`config.mk`:
```
export PLATFORM = sky130hd
export DESIGN_NAME = first_match_packet_rule_classifier_unit
export DESIGN_NICKNAME = d
export VERILOG_FILES = /design/src/rtl/fmprc_pkg.sv /design/src/rtl/first_match_packet_rule_classifier_unit.sv
export SDC_FILE = /design/constraint.sdc
export NUM_CORES = 2
export LEC_CHECK = 0
export BUFFER_PORTS_ARGS = -buffer_cell sky130_fd_sc_hd__clkbuf_2
export CAP_MARGIN = 10
export CORE_ASPECT_RATIO = 1.4
export CORE_UTILIZATION = 60
export DETAILED_ROUTE_END_ITERATION = 10
export PLACE_DENSITY = 0.75
export SETUP_SLACK_MARGIN = 0.5
export SYNTH_ARGS = -nofsm -noshare
export SYNTH_HDL_FRONTEND = slang
export SYNTH_SLANG_ARGS = --single-unit
```
`constraint.sdc`:
```
create_clock -name clk -period 9.64 [get_ports clk]
set_clock_uncertainty 0.05 [all_clocks]
set_input_delay 0.964 -clock clk [delete_from_list [all_inputs] [get_ports clk]]
set_output_delay 0.964 -clock clk [all_outputs]
set_load 0.02 [all_outputs]
```
`src/rtl/fmprc_pkg.sv`:
```
`timescale 1ns / 1ps

package fmprc_pkg;

	localparam int RULE_DEPTH_DEF = 16;
	localparam int GRP_W          = 16;

	localparam logic [7:0] PROTO_TCP = 8'd6;
	localparam logic [7:0] PROTO_UDP = 8'd17;

	typedef enum logic [1:0] {
		MODE_WRITE    = 2'd0,
		MODE_CLASSIFY = 2'd1,
		MODE_PORT     = 2'd2,
		MODE_UNUSED   = 2'd3
	} mode_t;

	typedef struct packed {
		mode_t       mode;
		logic [3:0]  rule_index;
		logic [31:0] src_addr;
		logic [31:0] dst_addr;
		logic [15:0] dst_port;
		logic [7:0]  proto_field;
		logic [7:0]  rule_action;
	} req_t;

	typedef struct packed {
		logic [7:0] action;
		logic       hit;
		logic [3:0] hit_index;
	} res_t;

endpackage

```
`src/rtl/first_match_packet_rule_classifier_unit.sv`:
```
`timescale 1ns / 1ps

// First-match rule classifier.
// Request channel: req is transferred at a clock edge with start high and busy low.
// busy is never raised, so one request may be transferred in every cycle.
// Mode 0 stores a rule at rule_index; mode 3 is dropped. Neither gives a result.
// Modes 1 (header classify) and 2 (port-only lookup) each give exactly one
// result: res_valid is high for one cycle.
// Pipeline: input register, parallel compare of every rule, per-group first
// hit over groups of 16 rules, group select, action read into the result
// register. Throughput is one request per cycle, as busy is never raised.
// A rule write is visible to any request transferred after it.
// Configuration: cfg_data (active_rules) is written when cfg_valid and
// cfg_ready are high; cfg_ready is always high. Write only while idle.
// Reset clears active_rules and all pipeline valid bits; the rule table is
// not cleared and must be written before it is searched.
// The receiver cannot stall: each result is on res for that one cycle only.
module first_match_packet_rule_classifier_unit
	import fmprc_pkg::*;
#(
	parameter int RULE_DEPTH = RULE_DEPTH_DEF
) (
	input  logic       clk,
	input  logic       arst_n,
	input  logic       start,
	output logic       busy,
	input  req_t       req,
	input  logic       cfg_valid,
	output logic       cfg_ready,
	input  logic [4:0] cfg_data,
	output logic       res_valid,
	output res_t       res
);

	localparam int IDX_W = (RULE_DEPTH > 1) ? $clog2(RULE_DEPTH) : 1;
	localparam int GRP   = (RULE_DEPTH + GRP_W - 1) / GRP_W;
	localparam int PAD   = GRP * GRP_W;

	logic [4:0]  active_rules_q;

	logic [31:0] src_tbl_q  [RULE_DEPTH];
	logic [31:0] dst_tbl_q  [RULE_DEPTH];
	logic [15:0] port_tbl_q [RULE_DEPTH];
	logic [7:0]  mask_tbl_q [RULE_DEPTH];
	logic [7:0]  act_tbl_q  [RULE_DEPTH];

	logic        v_s1;
	req_t        req_s1;

	logic        lk_s2, wr_s2;
	logic [PAD-1:0] match_s2;
	logic [IDX_W-1:0] wr_idx_s2;
	logic [7:0]  wr_act_s2;

	logic        lk_s3, wr_s3;
	logic [GRP-1:0] ghit_s3;
	logic [3:0]  gidx_s3 [GRP];
	logic [IDX_W-1:0] wr_idx_s3;
	logic [7:0]  wr_act_s3;

	logic        lk_s4, wr_s4;
	logic        hit_s4;
	logic [IDX_W-1:0] idx_s4;
	logic [IDX_W-1:0] wr_idx_s4;
	logic [7:0]  wr_act_s4;

	logic        res_valid_q;
	res_t        res_q;

	logic        accept;
	logic        lk_s1, wr_s1, tcp_udp_s1, port_mode_s1;
	logic [IDX_W-1:0] wr_idx_s1;
	logic [PAD-1:0] match_c;
	logic [GRP-1:0] ghit_c;
	logic [3:0]  gidx_c [GRP];
	logic        hit_c;
	logic [IDX_W-1:0] idx_c;

	assign busy      = 1'b0;
	assign cfg_ready = 1'b1;
	assign accept    = start && !busy;
	assign res_valid = res_valid_q;
	assign res       = res_q;

	always_ff @(posedge clk or negedge arst_n) begin
		if (!arst_n) begin
			active_rules_q <= '0;
		end else if (cfg_valid && cfg_ready) begin
			active_rules_q <= cfg_data;
		end
	end

	// stage 1: input register
	always_ff @(posedge clk or negedge arst_n) begin
		if (!arst_n) begin
			v_s1 <= 1'b0;
		end else begin
			v_s1 <= accept;
		end
	end

	always_ff @(posedge clk) begin
		if (accept) begin
			req_s1 <= req;
		end
	end

	assign lk_s1 = v_s1 && (req_s1.mode == MODE_CLASSIFY || req_s1.mode == MODE_PORT);
	assign wr_s1 = v_s1 && (req_s1.mode == MODE_WRITE) &&
		(32'(req_s1.rule_index) < 32'(RULE_DEPTH));
	assign wr_idx_s1    = IDX_W'(req_s1.rule_index);
	assign port_mode_s1 = (req_s1.mode == MODE_PORT);
	assign tcp_udp_s1   = (req_s1.proto_field == PROTO_TCP) ||
		(req_s1.proto_field == PROTO_UDP);

	// match tables are written and read in stage 1
	always_ff @(posedge clk) begin
		if (wr_s1) begin
			src_tbl_q[wr_idx_s1]  <= req_s1.src_addr;
			dst_tbl_q[wr_idx_s1]  <= req_s1.dst_addr;
			port_tbl_q[wr_idx_s1] <= req_s1.dst_port;
			mask_tbl_q[wr_idx_s1] <= req_s1.proto_field;
		end
	end

	for (genvar k = 0; k < PAD; k++) begin : g_cmp
		if (k < RULE_DEPTH) begin : g_rule
			logic port_eq, addr_eq, mask_ok;
			assign port_eq = (port_tbl_q[k] == req_s1.dst_port);
			assign addr_eq = (src_tbl_q[k] == req_s1.src_addr) &&
				(dst_tbl_q[k] == req_s1.dst_addr);
			assign mask_ok = |(mask_tbl_q[k] & req_s1.proto_field);
			assign match_c[k] = (k < int'(active_rules_q)) &&
				(port_mode_s1 ? port_eq : (addr_eq && mask_ok && (!tcp_udp_s1 || port_eq)));
		end else begin : g_pad
			assign match_c[k] = 1'b0;
		end
	end

	always_ff @(posedge clk or negedge arst_n) begin
		if (!arst_n) begin
			lk_s2 <= 1'b0;
			wr_s2 <= 1'b0;
		end else begin
			lk_s2 <= lk_s1;
			wr_s2 <= wr_s1;
		end
	end

	always_ff @(posedge clk) begin
		match_s2  <= match_c;
		wr_idx_s2 <= wr_idx_s1;
		wr_act_s2 <= req_s1.rule_action;
	end

	// stage 2: first hit within each group
	always_comb begin
		for (int g = 0; g < GRP; g++) begin
			ghit_c[g] = |match_s2[g*GRP_W +: GRP_W];
			gidx_c[g] = '0;
			for (int j = GRP_W - 1; j >= 0; j--) begin
				if (match_s2[g*GRP_W + j]) begin
					gidx_c[g] = 4'(j);
				end
			end
		end
	end

	always_ff @(posedge clk or negedge arst_n) begin
		if (!arst_n) begin
			lk_s3 <= 1'b0;
			wr_s3 <= 1'b0;
		end else begin
			lk_s3 <= lk_s2;
			wr_s3 <= wr_s2;
		end
	end

	always_ff @(posedge clk) begin
		ghit_s3   <= ghit_c;
		gidx_s3   <= gidx_c;
		wr_idx_s3 <= wr_idx_s2;
		wr_act_s3 <= wr_act_s2;
	end

	// stage 3: first group with a hit
	always_comb begin
		hit_c = 1'b0;
		idx_c = '0;
		for (int g = GRP - 1; g >= 0; g--) begin
			if (ghit_s3[g]) begin
				hit_c = 1'b1;
				idx_c = IDX_W'(g * GRP_W + int'(gidx_s3[g]));
			end
		end
	end

	always_ff @(posedge clk or negedge arst_n) begin
		if (!arst_n) begin
			lk_s4 <= 1'b0;
			wr_s4 <= 1'b0;
		end else begin
			lk_s4 <= lk_s3;
			wr_s4 <= wr_s3;
		end
	end

	always_ff @(posedge clk) begin
		hit_s4    <= hit_c;
		idx_s4    <= idx_c;
		wr_idx_s4 <= wr_idx_s3;
		wr_act_s4 <= wr_act_s3;
	end

	// stage 4: action table written and read here, keeping order with the lookups
	always_ff @(posedge clk) begin
		if (wr_s4) begin
			act_tbl_q[wr_idx_s4] <= wr_act_s4;
		end
	end

	always_ff @(posedge clk or negedge arst_n) begin
		if (!arst_n) begin
			res_valid_q <= 1'b0;
		end else begin
			res_valid_q <= lk_s4;
		end
	end

	always_ff @(posedge clk) begin
		res_q.hit       <= hit_s4;
		res_q.hit_index <= hit_s4 ? 4'(idx_s4) : 4'd0;
		res_q.action    <= hit_s4 ? act_tbl_q[idx_s4] : 8'd0;
	end

	a_lookup_gives_result: assert property (@(posedge clk) disable iff (!arst_n)
		(accept && (req.mode == MODE_CLASSIFY || req.mode == MODE_PORT)) |-> ##5 res_valid)
		else $error("lookup transfer gave no result");

	a_write_gives_none: assert property (@(posedge clk) disable iff (!arst_n)
		(accept && (req.mode == MODE_WRITE || req.mode == MODE_UNUSED)) |-> ##5 !res_valid)
		else $error("result from a write or unused request");

	a_miss_is_zero: assert property (@(posedge clk) disable iff (!arst_n)
		(res_valid && !res.hit) |-> (res.action == 8'd0 && res.hit_index == 4'd0))
		else $error("miss carries non-zero action or index");

	a_stage_exclusive: assert property (@(posedge clk) disable iff (!arst_n)
		!(lk_s4 && wr_s4) && !(lk_s2 && wr_s2))
		else $error("write and lookup share a stage");

endmodule

```
==> flow_metrics.tcl <==
set metrics [dict create \
    first_global_vias 34900 \
    utilization_pct 67.1 \
    cts_resized 0 \
    reg2reg_to "match_s2[3]" \
    finalMaxSlewViolations 0 \
    final_hold_viol_count 0 \
    htree_levels 4 \
    netlist_instances 3929 \
    numCtsBuffers 157 \
    worst_slew_pin_slew_ns 1.27 \
    path_clk_slew_ns 0.06 \
    ys.flop_type "edfxtp_1" \
    hold_buffers 0 \
    cts_root_buffer "clkbuf_16" \
    final_layout_size_suffix_gt1_share_pct 12.8 \
    tritoncts "yes" \
    rsz0062_at_grt "false" \
    p_leak_uw 0.0250 \
    async_flop_share_pct 0.753 \
    grt_overflow 0 \
    synth_nets 4042 \
    yosys.area.top_type_share_pct 72.0 \
    core_sq_mm 0.113 \
    ff2ff_setup_slack_ns 5.89 \
    syn_avg_cell_area_sq_um 17.4 \
    firstDrtPassIters 7 \
    die_area_sq_mm 0.115 \
    post-cts-setup-buffers 0 \
    place.gp.congestion 0.854 \
    vias 35100 \
    core.rowCount 146 \
    cp.required_ns 10.30 \
    peakVddDrop_uv 199 \
    yosysWarnings 0 \
    vias_per_cell 6.10 \
    die_w_microns 287 \
    worstPathArrival_ns 4.40 \
    routed_wl_microns 168000 \
    min_path_type "in -> async" \
    timing.fmax_ghz 0.267 \
    grt_start_max_net_pins 77 \
    finalSetupViolations 0 \
    initial_core_util_pct 60.4 \
    synth.top_cells.by_area "edfxtp_1 (72%), xor2_1 (12%), xnor2_1 (3.9%), nor4_1 (2.4%), dfxtp_1 (2.2%)" \
    ioPinCount 127 \
    synth_area_leader_cell "edfxtp_1" \
    fin_nets 4266 \
    cts_buffer_depth 3 \
    ant_nets 0 \
    maxCapViolations 0 \
    path_max_fanout 24 \
    final_cell_count_no_fill 5757 \
    fillCellCount 7440 \
    area_delta_synth_final_pct 11.1 \
    dpl.hpwl_microns 99000 \
    die_y_microns 401 \
    cp-start-kind "register" \
    synth-edff-count 1638 \
    clock_latency_ns 0.80 \
    drtIter0Drc 3481 \
    cts_sinks 1726 \
    power.total_uw 15800 \
    drc 0 \
    grt_pass1_wl_microns 242000 \
    path_class "reg -> reg" \
    slew-limit-headroom_pct 14.8 \
    grt_use_total_pct 29.7 \
    status "complete, no violations" \
    period_minus_slack_ns 3.75 \
    wire_per_inst_microns 29.2 \
    r2r_cells 7 \
    fin_hold_ws_ns 0.0282 \
    ys_seq_area_share_pct 74.7 \
    dp_cells 5474 \
    antenna_found_initial 2 \
    synth-seq-cells 1726 \
    reg2reg_from "req_s1[75]" \
    port_buffers 124 \
    ys_types 52 \
    multi_input_area_sq_mm 0.0163 \
    crit_path_end_kind "register" \
    seqCellArea_sq_mm 0.0510 \
    syn-cell-area_sq_mm 0.0683 \
    powerDensity_mw_per_mm2 209 \
    final.period_utilization_pct 38.9 \
    fin_tns_setup_ns 0 \
]
[cell usage after synthesis, types with 22 or more instances]
| cell type | count |
|---|---|
| mux4_2 | 40 |
| clkbuf_1 | 66 |
| inv_1 | 28 |
| dfxtp_1 | 75 |
| edfxtp_1 | 1638 |
| nand3_1 | 24 |
| buf_2 | 113 |
| nand4_1 | 142 |
| nor4_1 | 263 |
| nor3_1 | 22 |
| nor2_1 | 36 |
| a22oi_1 | 73 |
| xnor2_1 | 305 |
| xor2_1 | 944 |
[flip-flops by register name, indices dropped and copies added (netlist names), 5 cells and up]
name,count
match_s2,16
active_rules_q,5
port_tbl_q,256
act_tbl_q,128
mask_tbl_q,128
dst_tbl_q,512
src_tbl_q,512
res,13
wr_act_s3,8
wr_act_s4,8
req_s1,98
wr_act_s2,8
[metrics by stage]
step / instance area [sq um] / setup slack (ns)
final: 75800 / 5.89
after detailed placement: 71000 / 5.93
after floorplan: 68300 / 1.68
after global routing: 75800 / 5.84
after CTS: 75800 / 5.94
after global placement: 71000 / 6.02
[power breakdown]
group          internal, uW  switching [uW]
clock                  3270            2710
combinational           433             885
sequential             8410            94.4
total                 12100            3690
[critical path, stage by stage, from the launching register on]
cell      delay [ns]
edfxtp_1        0.62
buf_4           0.57
xor2_1          0.13
nor4_1          0.50
nand4_1         0.15
nor3_1          0.99
nand4_1         0.22
a221oi_1        0.35
[per-layer routing]
| layer | part of all wire, % | global-route usage [%] | up-vias |
|---|---|---|---|
| li1 | - | - | 15100 |
| met1 | 38 | 38.3 | 18000 |
| met2 | 51 | 50.0 | 1615 |
| met3 | 6.5 | 3.86 | 363 |
| met4 | 5.0 | 13.9 | 0 |
| met5 | 0 | 0 | - |
[cell type report]
type | instances | area share [%]
Tap cell | 1480 | 2.44
Sequential cell | 1726 | 67.3
Clock buffer | 205 | 5.68
Antenna cell | 1 | 0.00330
Multi-Input combinational cell | 1978 | 21.5
Clock inverter | 77 | 0.764
Timing Repair Buffer | 260 | 2.17
Inverter | 30 | 0.148
[cells in the final DEF (no fill, tap or decap), types with 24 or more instances in the layout]
cell type | synthesis | layout
clkbuf_2 | 0 | 123
nand4_1 | 142 | 142
xnor2_1 | 305 | 305
clkinv_1 | 0 | 30
clkbuf_1 | 66 | 34
inv_1 | 28 | 28
nor4_1 | 263 | 263
buf_4 | 2 | 135
dfxtp_1 | 75 | 74
nand3_1 | 24 | 24
a22oi_1 | 73 | 73
edfxtp_1 | 1638 | 1638
mux4_2 | 40 | 40
nor2_1 | 36 | 24
xor2_1 | 944 | 944
clkbuf_16 | 0 | 162
[worst max path at each step]
stage | cells past startpoint | endpoint | start
CTS | 7 | match_s2[3] | req_s1[75]
detailed placement | 7 | match_s2[3] | req_s1[75]
global placement | 7 | match_s2[3] | req_s1[75]
global route | 7 | match_s2[3] | req_s1[75]
floorplan | 6 | dst_tbl_q[0][0] | req_s1[101]
finish | 7 | match_s2[3] | req_s1[75]
[cell families after synthesis]
family | Yosys count | share of synthesized area (%)
other cells | 2 | 0.0110
mux | 44 | 1.39
compound gates | 134 | 1.47
xor+xnor | 1252 | 16.1
flops | 1726 | 74.7
fa+ha+maj | 2 | 0.0366
simple gates | 544 | 4.76
buf+inv | 225 | 1.55
(Power assumes the default switching activity.)
